File: config.mk
export PLATFORM = sky130hd
export DESIGN_NAME = date_time_text_to_epoch_core_flat
export DESIGN_NICKNAME = d
export VERILOG_FILES = /design/src/dtte_pkg.sv /design/src/dtte_in_if.sv /design/src/dtte_out_if.sv /design/src/dtte_ctrl.sv /design/src/dtte_parser.sv /design/src/dtte_datapath.sv /design/src/date_time_text_to_epoch_core.sv /design/src/flat_wrapper.sv
export SDC_FILE = /design/constraint.sdc
export NUM_CORES = 1
export LEC_CHECK = 0
export BUFFER_PORTS_ARGS = -buffer_cell sky130_fd_sc_hd__buf_4
export CORE_UTILIZATION = 64
export CTS_CLUSTER_DIAMETER = 40
export DETAILED_ROUTE_END_ITERATION = 12
export GPL_ROUTABILITY_DRIVEN = 1
export PLACE_DENSITY = 0.94
export SLEW_MARGIN = 20
export SYNTH_ARGS = -nofsm -noshare
export SYNTH_HDL_FRONTEND = slang
export SYNTH_HIERARCHICAL = 1
export SYNTH_SLANG_ARGS = --single-unit
File: constraint.sdc
create_clock -name clk -period 15.3 [get_ports clk]
set_input_delay 3.825 -clock clk [delete_from_list [all_inputs] [get_ports clk]]
set_output_delay 3.825 -clock clk [all_outputs]
set_load 0.01 [all_outputs]
File: src/dtte_pkg.sv
`default_nettype none
// ----------------------------------------------------------------------------
// dtte_pkg: shared definitions for the timestamp text to epoch core
// Field widths, character codes, calendar constants and the
// controller/datapath command and status types.
// ----------------------------------------------------------------------------
package dtte_pkg;

  // payload widths
  localparam int CHAR_W  = 8;
  localparam int ZONE_W  = 17;
  localparam int EPOCH_W = 33;

  // per-part length limits
  localparam int DATE_MAX_CHARS = 10;
  localparam int TIME_MAX_CHARS = 8;

  // saturating counters and accumulator
  localparam int CNT_W   = 4;
  localparam int ACC_W   = 14;
  localparam int ACC_MAX = 16383;

  // closed field widths (year held as year minus 1900)
  localparam int YEAR_W   = 8;
  localparam int MONTH_W  = 4;
  localparam int DAY_W    = 5;
  localparam int HOUR_W   = 5;
  localparam int MINUTE_W = 6;
  localparam int SECOND_W = 6;

  // character codes
  localparam logic [CHAR_W-1:0] CHAR_ZERO = 8'h30;
  localparam logic [CHAR_W-1:0] CHAR_NINE = 8'h39;
  localparam logic [CHAR_W-1:0] SEP_DATE  = 8'h2F;  // '/'
  localparam logic [CHAR_W-1:0] SEP_TIME  = 8'h3A;  // ':'

  // part select codes
  localparam logic PART_DATE = 1'b0;
  localparam logic PART_TIME = 1'b1;

  // field index codes
  localparam logic [1:0] FLD_FIRST  = 2'd0;
  localparam logic [1:0] FLD_SECOND = 2'd1;
  localparam logic [1:0] FLD_THIRD  = 2'd2;

  // year window
  localparam int YEAR_SHORT_MIN = 80;
  localparam int YEAR_SHORT_MAX = 99;
  localparam int YEAR_LONG_MIN  = 1970;
  localparam int YEAR_LONG_MAX  = 2095;
  localparam int YEAR_BASE      = 1900;

  // civil calendar constants
  localparam int ERA_DAYS     = 146097;
  localparam int CIVIL_SHIFT  = 719468;
  localparam int DAY_SECONDS  = 86400;

  // one closed stamp, handed from the parser to the arithmetic
  typedef struct packed {
    logic                ok;
    logic [YEAR_W-1:0]   year;
    logic [MONTH_W-1:0]  month;
    logic [DAY_W-1:0]    day;
    logic [HOUR_W-1:0]   hour;
    logic [MINUTE_W-1:0] minute;
    logic [SECOND_W-1:0] second;
  } stamp_t;

  // controller commands
  typedef struct packed {
    logic take;        // character transfer this cycle
    logic snap;        // final character: capture the stamp
    logic calc_doy;
    logic calc_days;
    logic calc_scale;
    logic load_out;
  } ctrl_cmd_t;

  // controller status inputs
  typedef struct packed {
    logic in_valid;
    logic in_last;     // time part, last character
    logic out_free;
  } ctrl_status_t;

  // days before the shifted month (March = 0): (153*mp+2)/5
  function automatic logic [8:0] days_before_month(input logic [3:0] mp);
    logic [8:0] d;
    case (mp)
      4'd0:    d = 9'd0;
      4'd1:    d = 9'd31;
      4'd2:    d = 9'd61;
      4'd3:    d = 9'd92;
      4'd4:    d = 9'd122;
      4'd5:    d = 9'd153;
      4'd6:    d = 9'd184;
      4'd7:    d = 9'd214;
      4'd8:    d = 9'd245;
      4'd9:    d = 9'd275;
      4'd10:   d = 9'd306;
      4'd11:   d = 9'd337;
      default: d = 9'd0;
    endcase
    return d;
  endfunction

endpackage
`default_nettype wire

File: src/dtte_in_if.sv
`default_nettype none
// ----------------------------------------------------------------------------
// dtte_in_if: character channel
// Valid/ready channel carrying one timestamp character and its part flags.
// ----------------------------------------------------------------------------
interface dtte_in_if;
  import dtte_pkg::*;

  logic              valid;
  logic              ready;
  logic [CHAR_W-1:0] char_code;
  logic              part_sel;
  logic              part_end;

  modport source (output valid, char_code, part_sel, part_end, input ready);
  modport sink   (input valid, char_code, part_sel, part_end, output ready);
endinterface
`default_nettype wire

File: src/dtte_out_if.sv
`default_nettype none
// ----------------------------------------------------------------------------
// dtte_out_if: result channel
// Valid/ready channel carrying the stamp flag and epoch seconds.
// ----------------------------------------------------------------------------
interface dtte_out_if;
  import dtte_pkg::*;

  logic                      valid;
  logic                      ready;
  logic                      stamp_valid;
  logic signed [EPOCH_W-1:0] epoch_seconds;

  modport source (output valid, stamp_valid, epoch_seconds, input ready);
  modport sink   (input valid, stamp_valid, epoch_seconds, output ready);
endinterface
`default_nettype wire

File: src/dtte_ctrl.sv
`default_nettype none
// ----------------------------------------------------------------------------
// dtte_ctrl: sequencing controller
// Accepts characters while idle and steps the epoch arithmetic through its
// stages after the last character of a time part.
// ----------------------------------------------------------------------------
module dtte_ctrl (
  input  logic                   clk,
  input  logic                   rst_n,
  input  dtte_pkg::ctrl_status_t status,
  output logic                   in_ready,
  output dtte_pkg::ctrl_cmd_t    cmd
);
  import dtte_pkg::*;

  typedef enum logic [2:0] {
    ST_IDLE,
    ST_DOY,
    ST_DAYS,
    ST_SCALE,
    ST_LOAD
  } state_t;

  state_t state_r, state_nxt;
  logic   ready_r;
  logic   take;

  assign take = ready_r & status.in_valid;

  // next state
  always_comb begin
    state_nxt = state_r;
    unique case (state_r)
      ST_IDLE:  if (take && status.in_last) state_nxt = ST_DOY;
      ST_DOY:   state_nxt = ST_DAYS;
      ST_DAYS:  state_nxt = ST_SCALE;
      ST_SCALE: state_nxt = ST_LOAD;
      ST_LOAD:  if (status.out_free) state_nxt = ST_IDLE;
      default:  state_nxt = ST_IDLE;
    endcase
  end

  // state and registered ready
  always_ff @(posedge clk) begin
    if (!rst_n) begin
      state_r <= ST_IDLE;
      ready_r <= 1'b0;
    end else begin
      state_r <= state_nxt;
      ready_r <= (state_nxt == ST_IDLE);
    end
  end

  assign in_ready       = ready_r;
  assign cmd.take       = take;
  assign cmd.snap       = take & status.in_last;
  assign cmd.calc_doy   = (state_r == ST_DOY);
  assign cmd.calc_days  = (state_r == ST_DAYS);
  assign cmd.calc_scale = (state_r == ST_SCALE);
  assign cmd.load_out   = (state_r == ST_LOAD) & status.out_free;

endmodule
`default_nettype wire

File: src/dtte_parser.sv
`default_nettype none
// ----------------------------------------------------------------------------
// dtte_parser: character parser
// Splits each part into three decimal fields, range checks them as they
// close and keeps the sticky failure flag for the current stamp.
// ----------------------------------------------------------------------------
module dtte_parser (
  input  logic                          clk,
  input  logic                          rst_n,
  input  dtte_pkg::ctrl_cmd_t           cmd,
  input  logic [dtte_pkg::CHAR_W-1:0]   char_code,
  input  logic                          part_sel,
  input  logic                          part_end,
  output dtte_pkg::stamp_t              stamp
);
  import dtte_pkg::*;

  localparam logic [CNT_W-1:0] CNT_MAX   = {CNT_W{1'b1}};
  localparam logic [CNT_W-1:0] DATE_LIM  = CNT_W'(DATE_MAX_CHARS);
  localparam logic [CNT_W-1:0] TIME_LIM  = CNT_W'(TIME_MAX_CHARS);
  localparam int               ACC_WIDE  = ACC_W + 4;

  typedef struct packed {
    logic [CNT_W-1:0]    part_cnt;
    logic [1:0]          fn;
    logic [CNT_W-1:0]    dig_cnt;
    logic [ACC_W-1:0]    acc;
    logic                cpl;
    logic [YEAR_W-1:0]   year;
    logic [MONTH_W-1:0]  month;
    logic [DAY_W-1:0]    day;
    logic [HOUR_W-1:0]   hour;
    logic [MINUTE_W-1:0] minute;
    logic [SECOND_W-1:0] second;
    logic                fail;
    logic                date_seen;
  } parse_t;

  parse_t st_r, st_nxt;

  // close the open field: check it, save it and move to the next one
  function automatic parse_t close_field(input parse_t s, input logic is_time);
    parse_t           r;
    logic [ACC_W-1:0] v;
    logic             good;
    logic [ACC_W-1:0] yr;
    r    = s;
    v    = s.acc;
    good = 1'b0;
    yr   = v - ACC_W'(YEAR_BASE);
    if (s.dig_cnt != '0) begin
      if (!is_time) begin
        case (s.fn)
          FLD_FIRST: begin
            good = (v >= ACC_W'(YEAR_SHORT_MIN) && v <= ACC_W'(YEAR_SHORT_MAX)) ||
                   (v >= ACC_W'(YEAR_LONG_MIN) && v <= ACC_W'(YEAR_LONG_MAX));
            if (good) r.year = (v > ACC_W'(YEAR_SHORT_MAX)) ? yr[YEAR_W-1:0]
                                                           : v[YEAR_W-1:0];
          end
          FLD_SECOND: begin
            good = (v >= ACC_W'(1)) && (v <= ACC_W'(12));
            if (good) r.month = v[MONTH_W-1:0];
          end
          FLD_THIRD: begin
            good = (v >= ACC_W'(1)) && (v <= ACC_W'(31));
            if (good) r.day = v[DAY_W-1:0];
          end
          default: good = 1'b0;
        endcase
      end else begin
        case (s.fn)
          FLD_FIRST: begin
            good = (v <= ACC_W'(23));
            if (good) r.hour = v[HOUR_W-1:0];
          end
          FLD_SECOND: begin
            good = (v <= ACC_W'(59));
            if (good) r.minute = v[MINUTE_W-1:0];
          end
          FLD_THIRD: begin
            good = (v <= ACC_W'(59));
            if (good) r.second = v[SECOND_W-1:0];
          end
          default: good = 1'b0;
        endcase
      end
    end
    if (!good) r.fail = 1'b1;
    if (s.fn >= FLD_THIRD) r.cpl = 1'b1;
    else                   r.fn  = s.fn + 2'd1;
    r.dig_cnt = '0;
    r.acc     = '0;
    return r;
  endfunction

  // per-character update
  always_comb begin
    parse_t              s;
    logic                is_time;
    logic [CNT_W-1:0]    limit;
    logic [CHAR_W-1:0]   sep;
    logic [ACC_WIDE-1:0] acc_wide;
    logic [ACC_WIDE-1:0] digit;

    s        = st_r;
    is_time  = (part_sel == PART_TIME);
    limit    = is_time ? TIME_LIM : DATE_LIM;
    sep      = is_time ? SEP_TIME : SEP_DATE;
    digit    = ACC_WIDE'(char_code - CHAR_ZERO);
    acc_wide = ACC_WIDE'(st_r.acc) * ACC_WIDE'(10) + digit;

    // a date character opening a part starts a new stamp
    if (st_r.part_cnt == '0 && !is_time) begin
      s.fail      = 1'b0;
      s.date_seen = 1'b0;
    end
    if (is_time != s.date_seen) s.fail = 1'b1;
    if (st_r.part_cnt >= limit) s.fail = 1'b1;
    if (st_r.part_cnt != CNT_MAX) s.part_cnt = st_r.part_cnt + 1'b1;

    if (!st_r.cpl) begin
      if (char_code == sep) begin
        s = close_field(s, is_time);
      end else if (char_code < CHAR_ZERO || char_code > CHAR_NINE) begin
        s.fail = 1'b1;
      end else begin
        s.acc = (acc_wide > ACC_WIDE'(ACC_MAX)) ? ACC_W'(ACC_MAX) : acc_wide[ACC_W-1:0];
        if (st_r.dig_cnt != CNT_MAX) s.dig_cnt = st_r.dig_cnt + 1'b1;
      end
    end

    // end of part: the third field must close here or have closed already
    if (part_end && !s.cpl) begin
      if (s.fn == FLD_THIRD) s = close_field(s, is_time);
      else                   s.fail = 1'b1;
    end

    stamp.ok     = ~s.fail;
    stamp.year   = s.year;
    stamp.month  = s.month;
    stamp.day    = s.day;
    stamp.hour   = s.hour;
    stamp.minute = s.minute;
    stamp.second = s.second;

    if (part_end) begin
      s.part_cnt = '0;
      s.fn       = FLD_FIRST;
      s.dig_cnt  = '0;
      s.acc      = '0;
      s.cpl      = 1'b0;
      if (!is_time) begin
        s.date_seen = 1'b1;
      end else begin
        s.fail      = 1'b0;
        s.date_seen = 1'b0;
      end
    end

    st_nxt = s;
  end

  // parse state; saved field values are payload and take no reset
  always_ff @(posedge clk) begin
    if (!rst_n) begin
      st_r.part_cnt  <= '0;
      st_r.fn        <= FLD_FIRST;
      st_r.dig_cnt   <= '0;
      st_r.acc       <= '0;
      st_r.cpl       <= 1'b0;
      st_r.fail      <= 1'b0;
      st_r.date_seen <= 1'b0;
    end else if (cmd.take) begin
      st_r <= st_nxt;
    end else begin
      st_r <= st_r;
    end
  end

endmodule
`default_nettype wire

File: src/dtte_datapath.sv
`default_nettype none
// ----------------------------------------------------------------------------
// dtte_datapath: epoch arithmetic and result register
// Zone register, stamp capture, day-of-era, day count, scaling to seconds
// and the output register of the result channel.
// ----------------------------------------------------------------------------
module dtte_datapath (
  input  logic                                clk,
  input  logic                                rst_n,
  input  dtte_pkg::ctrl_cmd_t                 cmd,
  input  dtte_pkg::stamp_t                    stamp,
  input  logic                                cfg_wr_en,
  input  logic signed [dtte_pkg::ZONE_W-1:0]  cfg_wr_data,
  input  logic                                out_ready,
  output logic                                out_free,
  output logic                                out_valid,
  output logic                                out_stamp_valid,
  output logic signed [dtte_pkg::EPOCH_W-1:0] out_epoch
);
  import dtte_pkg::*;

  localparam int DAYS_W  = 17;
  localparam int TOD_W   = 17;
  localparam int SCALE_W = 32;
  localparam int SUM_W   = 21;
  localparam logic signed [SUM_W-1:0] ERA4_OFF = SUM_W'(4 * ERA_DAYS - CIVIL_SHIFT);
  localparam logic signed [SUM_W-1:0] ERA5_OFF = SUM_W'(5 * ERA_DAYS - CIVIL_SHIFT);

  logic signed [ZONE_W-1:0] zone_r;
  stamp_t                   snap_r;
  logic                     era5_r;
  logic [8:0]               yoe_r;
  logic [8:0]               doy_r;
  logic [TOD_W-1:0]         tod_r;
  logic [DAYS_W-1:0]        days_r;
  logic [SCALE_W-1:0]       scaled_r;
  logic                     out_valid_r;
  logic                     out_ok_r;
  logic [EPOCH_W-1:0]       out_epoch_r;

  logic [YEAR_W-1:0]  yy;
  logic               era5_nxt;
  logic [8:0]         yoe_nxt;
  logic [3:0]         mp;
  logic [8:0]         doy_nxt;
  logic [TOD_W-1:0]   tod_nxt;
  logic [17:0]        yoe365;
  logic [1:0]         cent;
  logic [SUM_W-1:0]   days_sum;
  logic [33:0]        prod;
  logic [EPOCH_W-1:0] epoch_nxt;

  // zone offset register
  always_ff @(posedge clk) begin
    if (!rst_n) begin
      zone_r <= '0;
    end else if (cfg_wr_en) begin
      zone_r <= cfg_wr_data;
    end
  end

  // stage 1: year of era, day of year, time of day
  always_comb begin
    yy       = snap_r.year - YEAR_W'(snap_r.month <= MONTH_W'(2));
    era5_nxt = (yy >= YEAR_W'(100));
    yoe_nxt  = era5_nxt ? 9'(yy) - 9'd100 : 9'(yy) + 9'd300;
    mp       = (snap_r.month >= MONTH_W'(3)) ? snap_r.month - 4'd3 : snap_r.month + 4'd9;
    doy_nxt  = days_before_month(mp) + 9'(snap_r.day) - 9'd1;
    tod_nxt  = TOD_W'(snap_r.hour) * TOD_W'(3600) + TOD_W'(snap_r.minute) * TOD_W'(60)
             + TOD_W'(snap_r.second);
  end

  // stage 2: days since the epoch
  always_comb begin
    yoe365 = 18'(yoe_r) * 18'd365;
    if (yoe_r >= 9'd300)      cent = 2'd3;
    else if (yoe_r >= 9'd200) cent = 2'd2;
    else if (yoe_r >= 9'd100) cent = 2'd1;
    else                      cent = 2'd0;
    days_sum = (era5_r ? ERA5_OFF : ERA4_OFF) + SUM_W'(yoe365) + SUM_W'(yoe_r >> 2)
             - SUM_W'(cent) + SUM_W'(doy_r);
  end

  // stage 3: scale to seconds; stage 4: add time of day, take off the zone
  assign prod      = 34'(days_r) * 34'(DAY_SECONDS);
  assign epoch_nxt = EPOCH_W'(scaled_r) + EPOCH_W'(tod_r)
                   - {{(EPOCH_W-ZONE_W){zone_r[ZONE_W-1]}}, zone_r};

  // arithmetic stages
  always_ff @(posedge clk) begin
    if (cmd.snap) snap_r <= stamp;
    if (cmd.calc_doy) begin
      era5_r <= era5_nxt;
      yoe_r  <= yoe_nxt;
      doy_r  <= doy_nxt;
      tod_r  <= tod_nxt;
    end
    if (cmd.calc_days)  days_r   <= days_sum[DAYS_W-1:0];
    if (cmd.calc_scale) scaled_r <= prod[SCALE_W-1:0];
  end

  // result register: holds until the transfer
  always_ff @(posedge clk) begin
    if (!rst_n) begin
      out_valid_r <= 1'b0;
    end else if (cmd.load_out) begin
      out_valid_r <= 1'b1;
    end else if (out_ready) begin
      out_valid_r <= 1'b0;
    end
  end

  always_ff @(posedge clk) begin
    if (cmd.load_out) begin
      out_ok_r    <= snap_r.ok;
      out_epoch_r <= snap_r.ok ? epoch_nxt : '0;
    end
  end

  assign out_free        = ~out_valid_r | out_ready;
  assign out_valid       = out_valid_r;
  assign out_stamp_valid = out_ok_r;
  assign out_epoch       = $signed(out_epoch_r);

endmodule
`default_nettype wire

File: src/date_time_text_to_epoch_core.sv
`default_nettype none
// ----------------------------------------------------------------------------
// date_time_text_to_epoch_core: timestamp text to epoch seconds
// Parses "year/month/day" then "hour:minute:second" one character per
// transfer and returns a valid flag with seconds since 1970-01-01 UTC.
// ----------------------------------------------------------------------------
// Characters are taken one per cycle while idle. The last character of a
// time part starts the epoch arithmetic (day of era, day count, scaling by
// 86400, time of day and zone), four steps in a shared datapath, with the
// input closed meanwhile; the result then sits in an output register while
// parsing of the next stamp goes on, and the input waits longer only if the
// previous result has not yet been taken. The user must write the zone
// offset via cfg_wr_en/cfg_wr_data while the block is idle; it never checks.
// ----------------------------------------------------------------------------
module date_time_text_to_epoch_core (
  input  logic                               clk,
  input  logic                               rst_n,
  dtte_in_if.sink                            in_chan,
  dtte_out_if.source                         out_chan,
  input  logic                               cfg_wr_en,
  input  logic signed [dtte_pkg::ZONE_W-1:0] cfg_wr_data
);
  import dtte_pkg::*;

  ctrl_cmd_t    cmd;
  ctrl_status_t status;
  stamp_t       stamp;
  logic         out_free;
  logic         in_ready;

  assign status.in_valid = in_chan.valid;
  assign status.in_last  = (in_chan.part_sel == PART_TIME) & in_chan.part_end;
  assign status.out_free = out_free;
  assign in_chan.ready   = in_ready;

  // sequencing
  dtte_ctrl u_ctrl (
    .clk      (clk),
    .rst_n    (rst_n),
    .status   (status),
    .in_ready (in_ready),
    .cmd      (cmd)
  );

  // character parsing
  dtte_parser u_parser (
    .clk       (clk),
    .rst_n     (rst_n),
    .cmd       (cmd),
    .char_code (in_chan.char_code),
    .part_sel  (in_chan.part_sel),
    .part_end  (in_chan.part_end),
    .stamp     (stamp)
  );

  // epoch arithmetic and result register
  dtte_datapath u_datapath (
    .clk             (clk),
    .rst_n           (rst_n),
    .cmd             (cmd),
    .stamp           (stamp),
    .cfg_wr_en       (cfg_wr_en),
    .cfg_wr_data     (cfg_wr_data),
    .out_ready       (out_chan.ready),
    .out_free        (out_free),
    .out_valid       (out_chan.valid),
    .out_stamp_valid (out_chan.stamp_valid),
    .out_epoch       (out_chan.epoch_seconds)
  );

`ifndef NO_ASSERTIONS
  // the last time character closes the input until the result is loaded
  a_last_blocks: assert property (@(posedge clk) disable iff (!rst_n)
    cmd.snap |=> !in_chan.ready)
    else $error("input still open after the last time character");

  // arithmetic steps follow one another
  a_step_order: assert property (@(posedge clk) disable iff (!rst_n)
    cmd.calc_doy |=> cmd.calc_days ##1 cmd.calc_scale)
    else $error("epoch arithmetic steps out of order");

  // after scaling the result loads as soon as the output register is free
  a_load_when_free: assert property (@(posedge clk) disable iff (!rst_n)
    cmd.calc_scale |=> (cmd.load_out == status.out_free))
    else $error("result load does not follow output space");

  // a rejected stamp carries zero seconds
  a_invalid_zero: assert property (@(posedge clk) disable iff (!rst_n)
    (out_chan.valid && !out_chan.stamp_valid) |-> (out_chan.epoch_seconds == '0))
    else $error("rejected stamp with non-zero seconds");
`endif

endmodule
`default_nettype wire

File: src/flat_wrapper.sv
// flat-port wrapper written by rule: the top's interface ports become plain ports
module date_time_text_to_epoch_core_flat import dtte_pkg::*;
  (clk, rst_n, cfg_wr_en, cfg_wr_data, in_chan_valid, in_chan_char_code, in_chan_part_sel, in_chan_part_end, in_chan_ready, out_chan_valid, out_chan_stamp_valid, out_chan_epoch_seconds, out_chan_ready);
  dtte_in_if in_chan_i ();
  dtte_out_if out_chan_i ();
  input  logic clk;
  input  logic rst_n;
  input  logic cfg_wr_en;
  input  logic signed [dtte_pkg::ZONE_W-1:0] cfg_wr_data;
  input wire logic [$bits(in_chan_i.valid)-1:0] in_chan_valid;
  input wire logic [$bits(in_chan_i.char_code)-1:0] in_chan_char_code;
  input wire logic [$bits(in_chan_i.part_sel)-1:0] in_chan_part_sel;
  input wire logic [$bits(in_chan_i.part_end)-1:0] in_chan_part_end;
  output wire logic [$bits(in_chan_i.ready)-1:0] in_chan_ready;
  output wire logic [$bits(out_chan_i.valid)-1:0] out_chan_valid;
  output wire logic [$bits(out_chan_i.stamp_valid)-1:0] out_chan_stamp_valid;
  output wire logic [$bits(out_chan_i.epoch_seconds)-1:0] out_chan_epoch_seconds;
  input wire logic [$bits(out_chan_i.ready)-1:0] out_chan_ready;
  assign in_chan_i.valid = in_chan_valid;
  assign in_chan_i.char_code = in_chan_char_code;
  assign in_chan_i.part_sel = in_chan_part_sel;
  assign in_chan_i.part_end = in_chan_part_end;
  assign in_chan_ready = in_chan_i.ready;
  assign out_chan_valid = out_chan_i.valid;
  assign out_chan_stamp_valid = out_chan_i.stamp_valid;
  assign out_chan_epoch_seconds = out_chan_i.epoch_seconds;
  assign out_chan_i.ready = out_chan_ready;
  date_time_text_to_epoch_core u_core (.clk(clk), .rst_n(rst_n), .in_chan(in_chan_i), .out_chan(out_chan_i), .cfg_wr_en(cfg_wr_en), .cfg_wr_data(cfg_wr_data));
endmodule
==> results of run 1 <==
-- logic make-up (layout without fill, tap and decap cells) --
| kind of cell | count (synthesis) | after routing |
|---|---|---|
| AO/OA/AOI/OAI | 449 | 449 |
| XOR/XNOR | 135 | 135 |
| adder cells (fa/ha/maj) | 450 | 450 |
| buffers and inverters | 422 | 486 |
| flip-flops | 230 | 230 |
| multiplexers | 57 | 57 |
| AND/OR/NAND/NOR | 480 | 480 |
-- worst max-delay path: cells and delay by family --
kind                     cells  cell delay [ns]
AND/OR/NAND/NOR              5             1.64
AO/OA/AOI/OAI                9             2.19
buffers and inverters        2             0.51
adder cells (fa/ha/maj)      3             0.89
XOR/XNOR                     1             0.25
multiplexers                 1             0.23
-- report_power, final --
group          switching, mW  internal [mW]  total (mW)
clock                  0.305          0.460       0.765
sequential            0.0140          0.734       0.748
combinational          0.603          0.441        1.04
-- flip-flops by register name, summed over array words and instances, names as in the netlist, 3 cells and up --
signal / cells
u_core/u_datapath/yoe_r: 9
u_core/u_datapath/days_r: 17
u_core/u_datapath/zone_r: 17
u_core/u_parser/st_r: 61
u_core/u_datapath/out_epoch: 33
u_core/u_datapath/scaled_r: 25
u_core/u_datapath/doy_r: 9
u_core/u_datapath/tod_r: 17
u_core/u_ctrl/state_r: 3
u_core/u_datapath/snap_r: 35
-- synthesized netlist by cell type, types with 13 or more instances --
| cell | instances | area [um2] |
|---|---|---|
| sky130_fd_sc_hd__a21boi_0 | 13 | 97.59 |
| sky130_fd_sc_hd__fa_1 | 117 | 2342 |
| sky130_fd_sc_hd__mux2_2 | 13 | 146.4 |
| sky130_fd_sc_hd__xor2_1 | 42 | 367.9 |
| sky130_fd_sc_hd__nand4_1 | 21 | 131.4 |
| sky130_fd_sc_hd__buf_4 | 36 | 270.3 |
| sky130_fd_sc_hd__edfxtp_1 | 181 | 5435 |
| sky130_fd_sc_hd__a21oi_1 | 138 | 690.7 |
| sky130_fd_sc_hd__dfxtp_1 | 49 | 980.9 |
| sky130_fd_sc_hd__ha_1 | 332 | 4154 |
| sky130_fd_sc_hd__nand3_1 | 28 | 140.1 |
| sky130_fd_sc_hd__and3_1 | 14 | 87.58 |
| sky130_fd_sc_hd__o21a_1 | 16 | 120.1 |
| sky130_fd_sc_hd__nor3_1 | 27 | 135.1 |
| sky130_fd_sc_hd__o21ai_0 | 92 | 460.4 |
| sky130_fd_sc_hd__and2_1 | 19 | 118.9 |
| sky130_fd_sc_hd__a31oi_1 | 17 | 106.4 |
| sky130_fd_sc_hd__o21bai_1 | 20 | 150.1 |
| sky130_fd_sc_hd__nor2_1 | 129 | 484.2 |
| sky130_fd_sc_hd__nor2b_1 | 39 | 244.0 |
| sky130_fd_sc_hd__clkbuf_1 | 33 | 123.9 |
| sky130_fd_sc_hd__nand2_1 | 110 | 412.9 |
| sky130_fd_sc_hd__a21o_1 | 39 | 292.8 |
| sky130_fd_sc_hd__mux2i_1 | 43 | 430.4 |
| sky130_fd_sc_hd__inv_1 | 346 | 1299 |
| sky130_fd_sc_hd__nand2b_1 | 29 | 181.4 |
| sky130_fd_sc_hd__xnor2_1 | 92 | 805.8 |
-- routing by layer --
metal  wire [um]  GRT usage  part of all wire
met5           0          0                 0
met4        2193     0.1327             0.043
met3        3189    0.03893             0.063
met2       26000     0.5431              0.51
met1       19430     0.3323              0.38
-- stage by stage --
step	std cells	power, mW	hold WS (ns)	worst slack [ns]	instance area, um2
final	2735	2.558	0.4473	5.973	23660
after global routing	2735	2.701	0.4496	5.589	23660
after floorplan	2223	1.557	0.4003	6.554	21820
after detailed placement	2672	1.754	0.4158	5.629	22540
after CTS	2735	2.540	0.4340	6.124	23660
after global placement	2672	1.688	0.4026	5.787	22530
-- placed cells by master, fill, tap and decap left out, types with 6 or more instances in the layout --
master                      count
sky130_fd_sc_hd__inv_6          7
sky130_fd_sc_hd__a211oi_1      11
sky130_fd_sc_hd__nor4_1         7
sky130_fd_sc_hd__o21a_1        16
sky130_fd_sc_hd__buf_4         76
sky130_fd_sc_hd__a22oi_1        6
sky130_fd_sc_hd__ha_1         332
sky130_fd_sc_hd__a21boi_0      13
sky130_fd_sc_hd__dfxtp_1       49
sky130_fd_sc_hd__edfxtp_1     181
sky130_fd_sc_hd__nand4_1       21
sky130_fd_sc_hd__or2_2          7
sky130_fd_sc_hd__o211ai_1      10
sky130_fd_sc_hd__a21o_2         6
sky130_fd_sc_hd__or3_1          6
sky130_fd_sc_hd__a21oi_1      138
sky130_fd_sc_hd__and3_1        14
sky130_fd_sc_hd__nand2b_1      29
sky130_fd_sc_hd__xnor2_1       92
sky130_fd_sc_hd__nor3_1        26
sky130_fd_sc_hd__xor2_1        42
sky130_fd_sc_hd__nor3b_1        7
sky130_fd_sc_hd__mux2_2        13
sky130_fd_sc_hd__nand2_1      110
sky130_fd_sc_hd__nor2_1       129
sky130_fd_sc_hd__mux2i_1       43
sky130_fd_sc_hd__nor2b_1       39
sky130_fd_sc_hd__nand3_1       28
sky130_fd_sc_hd__o21ai_0       92
sky130_fd_sc_hd__o21bai_1      20
sky130_fd_sc_hd__fa_1         117
sky130_fd_sc_hd__clkbuf_16     36
sky130_fd_sc_hd__inv_1        346
sky130_fd_sc_hd__a31oi_1       17
sky130_fd_sc_hd__o21ai_1        8
sky130_fd_sc_hd__and2_1        19
sky130_fd_sc_hd__a21o_1        39
-- final timing paths --
kind,end,start,slack (ns),cells after the start
min reg2reg,u_core/u_datapath/tod_r[0]$_DFFE_PP_,u_core/u_datapath/snap_r[0]$_DFFE_PP_,0.45,0
max,u_core/u_parser/st_r[22]$_DFFE_PP_,in_chan_char_code[4],5.97,21
min,u_core/u_datapath/tod_r[0]$_DFFE_PP_,u_core/u_datapath/snap_r[0]$_DFFE_PP_,0.45,0
max reg2reg,u_core/u_parser/st_r[22]$_DFFE_PP_,u_core/u_parser/st_r[38]$_SDFFE_PN0P_,7.41,31
-- final cells by class --
type                            instances  area share
Multi-Input combinational cell       1571      0.5785
Sequential cell                       230      0.2712
Clock buffer                           41     0.03930
Clock inverter                         22    0.008092
Inverter                              347     0.05506
Tap cell                              448     0.02369
Timing Repair Buffer                   76     0.02412
==> impl_summary.log, run 1 <==
[metrics] worst path required time: roughly 16 ns
[metrics] remaining global-route overflow: 0
[metrics] Tightest Pin Transition: approximately 0.81 ns
[metrics] die footprint: approximately 35000 um2
[metrics] layout cell share with drive strength beyond 1: 0.08483
[metrics] Initial DRC Count: 1287
[metrics] dominant combinational cell family by area after synthesis: adder cells
[metrics] wire length reported by the detailed router: roughly 51000 um
[metrics] crit-path max cell delay: 0.71 ns
[metrics] worst clock skew on the final layout: roughly 0.021 ns
[metrics] clock network latency to the later pin of the worst-skew pair: ~0.53 ns
[metrics] fill cell total of the finished layout: 2168
[metrics] Post-DRT Antenna Nets: 0
[metrics] Via-to-Cell Ratio: ~6
[metrics] Synthesized Nets: ~2700
[metrics] level count of the clock H-tree: 2
[metrics] clock buffers created by TritonCTS: 35
[metrics] part of the cycle the worst path needs: 0.6096
[metrics] number of antenna violations at the first check in global routing: 0
[metrics] Max-Cap Viols: 0
[metrics] Hold Fails Final Rpt: 0
[metrics] combined area of the multi-input logic cells: between 10000 and 15000 um2
[metrics] maximum VDD drop: around 93 uV
[metrics] first-pass iteration count of the detailed router: 10
[metrics] Bufs on Longest Clock Path: 3
[metrics] count of final setup violators: 0
[metrics] post-synth cell types: approximately 100
[metrics] register cell area after layout: 6416 um2
[metrics] root buffer selected by CTS: sky130_fd_sc_hd__clkbuf_16
[metrics] post-synthesis instance total: 2223
[metrics] final net count: 2742
[metrics] first-pass GRT wire length: 83970 um
[metrics] worst setup path category: in2reg
[metrics] cell-by-cell listing of the critical path: buf_4 -> ha_1 -> or3_1 -> inv_1 -> ha_1 -> a21oi_1 -> o221a_2 -> o31a_2 -> nor3_1 -> a211oi_2 -> xnor2_2 -> nand2_1 -> o21a_1 -> a21oi_1 -> ha_1 -> o21ai_0 -> nand2_1 -> o41ai_1 -> a21o_1 -> nor4_2 -> mux2i_1
[metrics] setup repair after global routing missed its margin: no
[metrics] share of the yosys chip area belonging to registers: 0.2940
[metrics] min cycle time layout: between 9 and 10 ns
[metrics] post-synthesis share of cell area spent on full adders, half adders and majority gates: 0.2981
[metrics] IO Pins: 68
[metrics] number of antenna cells inserted: 0
[metrics] clock-pin transition on the worst setup and hold timing paths: about 0.06 ns
[metrics] sort of element at the end of the critical path: register
[metrics] row cnt: between 60 and 70
[metrics] Leakage Power: about 11 nW
[metrics] pin count of the biggest net entering global routing: 50
[metrics] CTS tree: done
[metrics] worst path arrival time: roughly 9.6 ns
[metrics] crit path launch type: input pin
[metrics] Port-buffer cells: 67
[metrics] vias after detailed routing: between 15000 and 20000
[metrics] number of buffers added for setup after CTS: 0
[metrics] total number of clock tree sinks: between 200 and 250
[metrics] fraction of synthesized cell area in xor and xnor cells: 0.05453
[metrics] most frequently used flop master after synthesis: sky130_fd_sc_hd__edfxtp_1
[metrics] Starting Density: 0.6508
[metrics] post-layout util: 0.7055
[metrics] area overhead of the layout relative to synthesis: 8.411%
[metrics] weighted congestion reported at the end of routability-driven placement: 0.9285
[metrics] basic-gate share of the synthesized area counting and, or, nand and nor cells: 0.1132
[metrics] Hold-fix buffers, CTS: 0
[metrics] count of unresolved DRC violations after routing: 0
[metrics] total power divided by cell area: approximately 110 nW/um2
[metrics] number of warnings reported in the yosys synthesis log: 6
[metrics] maximum net fanout on the critical path: 13
[metrics] final number of max-transition violations: 0
[metrics] cell area after synthesis: ~22000 um2
[metrics] Post-synth EDFFs: about 180
[metrics] width of the die: 186.7 um
[metrics] Fin Setup TNS: 0 ns
[metrics] fraction of synthesized area in multiplexers: 0.02712
[metrics] cell type of the slowest stage on the worst timing path: sky130_fd_sc_hd__nor4_2
[metrics] height of the die: around 190 um
[metrics] Peak Freq: 107.2 MHz
[metrics] number of global-route vias before repair: 17570
[metrics] class of the most critical hold timing path: reg2reg
[metrics] detailed placer's ending HPWL: 37660 um
[metrics] Worst path most repeated cell: sky130_fd_sc_hd__ha_1
[metrics] Post-Syn Area per Cell: roughly 9.8 um2
[metrics] area fraction in compound gates after synthesis: 0.1333
[metrics] share of flip-flops with an asynchronous set or reset: 0
[metrics] placeable core region: roughly 34000 um2
[metrics] Total Routing Usage GR: 0.2925
[metrics] result of the run: finished clean
[metrics] Gates resized, CTS repair: 0
[metrics] worst slew margin relative to its limit: 0.4568
[metrics] drt wl/cell: approximately 19 um
[metrics] post-synthesis sequential element count: 230
Note: power is estimated with default switching activity, not from simulation.
==> inputs of run 2 (changes only) <==
Settings changed: CORE_UTILIZATION 64 to 58, PLACE_DENSITY 0.94 to 0.9.
Clock period 15.3 ns to 8.3 ns, I/O delays scaled along.
==> run 2 against run 1 <==
Sequential cell count did not move; critical path depth increased by 9; first-iteration DRC count fell by 15%; critical path type is now reg2reg.
==> impl_summary.log, run 2 (synthesis gave the netlist of run 1 again) <==
[metrics] total number of clock tree sinks: 230
[metrics] first-pass iteration count of the detailed router: 6
[metrics] worst path required time: 8.55 ns
[metrics] cell type of the slowest stage on the worst timing path: sky130_fd_sc_hd__nor4_2
[metrics] wire length reported by the detailed router: roughly 47000 um
[metrics] maximum VDD drop: 150.1 uV
[metrics] total power divided by cell area: between 150 and 200 nW/um2
[metrics] Hold Fails Final Rpt: 0
[metrics] maximum net fanout on the critical path: 12
[metrics] register cell area after layout: approximately 6400 um2
[metrics] drt wl/cell: 17.18 um
[metrics] Post-DRT Antenna Nets: 0
[metrics] Max-Cap Viols: 0
[metrics] worst setup path category: reg2reg
[metrics] Hold-fix buffers, CTS: 0
[metrics] worst path arrival time: 7.75 ns
[metrics] width of the die: 196.0 um
[metrics] Worst R2R Setup Slack: between 0.7 and 0.8 ns
[metrics] Initial DRC Count: 1092
[metrics] crit path launch type: register
[metrics] detailed route wirelength on metal3: around 2900 um
[metrics] Tightest Pin Transition: 1.118 ns
[metrics] Gates resized, CTS repair: 0
[metrics] result of the run: finished clean
[metrics] first-pass GRT wire length: between 70000 and 80000 um
[metrics] worst clock skew on the final layout: between 0.03 and 0.04 ns
[metrics] sort of element at the end of the critical path: register
[metrics] Worst Hold Depth: 0
[metrics] detailed placer's ending HPWL: roughly 36000 um
[metrics] weighted congestion reported at the end of routability-driven placement: around 0.94
[metrics] number of cells traversed by the worst register-to-register path: 30
[metrics] number of antenna cells inserted: 0
[metrics] final net count: ~2700
[metrics] min cycle time layout: between 7 and 8 ns
[metrics] root buffer selected by CTS: sky130_fd_sc_hd__clkbuf_16
[metrics] Reg-to-Reg Start: u_core/u_parser/st_r[40]$_SDFFE_PN0P_
[metrics] Total Routing Usage GR: 0.2502
[metrics] count of placed standard cells in the final layout, fillers left out: roughly 2800
[metrics] worst slew margin relative to its limit: 0.2494
[metrics] most frequent cells in the layout: sky130_fd_sc_hd__inv_1 (346), sky130_fd_sc_hd__ha_1 (332), sky130_fd_sc_hd__edfxtp_1 (181), sky130_fd_sc_hd__a21oi_1 (138), sky130_fd_sc_hd__nor2_1 (129)
[metrics] Starting Density: 0.5932
[metrics] most common cell after layout, fill and taps aside: sky130_fd_sc_hd__inv_1
[metrics] number of global-route vias before repair: between 15000 and 20000
[metrics] combined area of the multi-input logic cells: 13680 um2
[metrics] count of unresolved DRC violations after routing: 0
[metrics] Port-buffer cells: 67
[metrics] Highest Signal Layer: met4
[metrics] Via-to-Cell Ratio: 5.876
[metrics] area overhead of the layout relative to synthesis: 8.681%
[metrics] worst hold slack: 0.4531 ns
[metrics] sum of met2 wire segment lengths after detailed routing: ~24000 um
[metrics] Largest Register: u_core/u_parser/st_r
[metrics] fill cell total of the finished layout: approximately 2700
[metrics] vias after detailed routing: ~16000
[metrics] worst flop-to-flop path endpoint: u_core/u_datapath/snap_r[18]$_DFFE_PP_
[metrics] Bufs on Longest Clock Path: 3
[metrics] Worst path most repeated cell: sky130_fd_sc_hd__o21ai_0
[metrics] post-layout power: around 4.7 mW
[metrics] hold path startpoint: u_core/u_datapath/snap_r[0]$_DFFE_PP_
[metrics] flip-flop count of the largest register after layout: 61
[metrics] Leakage Power: 10.89 nW
[metrics] setup repair after global routing missed its margin: no
[metrics] height of the die: 196.0 um
[metrics] metal1 wirelength: between 15000 and 20000 um
[metrics] pin count of the biggest net entering global routing: 50
[metrics] number of antenna violations at the first check in global routing: 0
[metrics] final number of max-transition violations: 0
[metrics] level count of the clock H-tree: 2
[metrics] remaining global-route overflow: 0
[metrics] number of buffers added for setup after CTS: 0
[metrics] part of the cycle the worst path needs: 0.9045
[metrics] Cell Count Post-Placement: 2694
[metrics] clock-pin transition on the worst setup and hold timing paths: 0.06 ns
[metrics] placeable core region: 36790 um2
[metrics] class of the most critical hold timing path: reg2reg
[metrics] crit-path max cell delay: approximately 0.69 ns
[metrics] row cnt: 70
[metrics] Peak Freq: between 100 and 150 MHz
[metrics] clock buffers created by TritonCTS: 34
[metrics] clock network latency to the later pin of the worst-skew pair: approximately 0.53 ns
[metrics] Fin Setup TNS: 0 ns
[metrics] CTS tree: done
[metrics] count of final setup violators: 0
[metrics] IO Pins: 68
[metrics] die footprint: roughly 38000 um2
[metrics] layout cell share with drive strength beyond 1: 0.08698
[metrics] hold-critical path endpoint: u_core/u_datapath/tod_r[0]$_DFFE_PP_
==> run 2: worst max-delay path by stage <==
stage                                                     start                                      to  slack, ns
final                     u_core/u_parser/st_r[40]$_SDFFE_PN0P_  u_core/u_datapath/snap_r[18]$_DFFE_PP_       0.79
after floorplan                            in_chan_char_code[4]  u_core/u_datapath/snap_r[17]$_DFFE_PP_       1.30
after CTS                 u_core/u_parser/st_r[40]$_SDFFE_PN0P_  u_core/u_datapath/snap_r[18]$_DFFE_PP_       0.83
after global routing      u_core/u_parser/st_r[40]$_SDFFE_PN0P_  u_core/u_datapath/snap_r[20]$_DFFE_PP_       0.17
after global placement                     in_chan_char_code[4]  u_core/u_datapath/snap_r[20]$_DFFE_PP_       0.76
after detailed placement                   in_chan_char_code[4]      u_core/u_parser/st_r[20]$_DFFE_PP_       0.61
==> run 2: power by group <==
group / total [mW] / internal (mW) / switching (mW) / leakage (nW)
clock network: 1.42 / 0.868 / 0.557 / 0.537
logic: 1.86 / 0.800 / 1.06 / 8.38
registers: 1.38 / 1.35 / 0.0247 / 1.97
total: 4.66 / 3.02 / 1.64 / 10.9
==> run 2: per-stage QoR <==
step	setup WS, ns	util	instance area, um2
global route	0.1733	0.6447	23720
detailed placement	0.6085	0.6135	22570
finish	0.7923	0.6447	23720
CTS	0.8281	0.6447	23720
global placement	0.7595	0.6135	22570
floorplan	1.304	-	21820
==> run 2: critical path: cells and delay by family (launching register included) <==
kind,cells,cell delay [ns]
xor gates and xnor gates,2,0.40
adders and majority gates,5,1.58
AOI/OAI and AO/OA,16,3.21
muxes,1,0.20
DFF,1,0.53
and+or+nand+nor,6,1.31
==> run 2: layout make-up <==
| class | instances | share of cell area |
|---|---|---|
| multi-input cells | 1571 | 0.5768 |
| repair buffers | 78 | 0.02469 |
| inverters | 347 | 0.05492 |
| clock inverters | 23 | 0.009918 |
| well taps | 468 | 0.02469 |
| flip-flops and latches | 230 | 0.2705 |
| clock buffers | 39 | 0.03841 |
==> run 2: routing by layer <==
layer | track usage | up-vias
met5 | 0 | -
met4 | 0.08507 | 0
met3 | 0.03937 | 120
met2 | 0.4509 | 595
met1 | 0.3029 | 7740
li1 | - | 7740
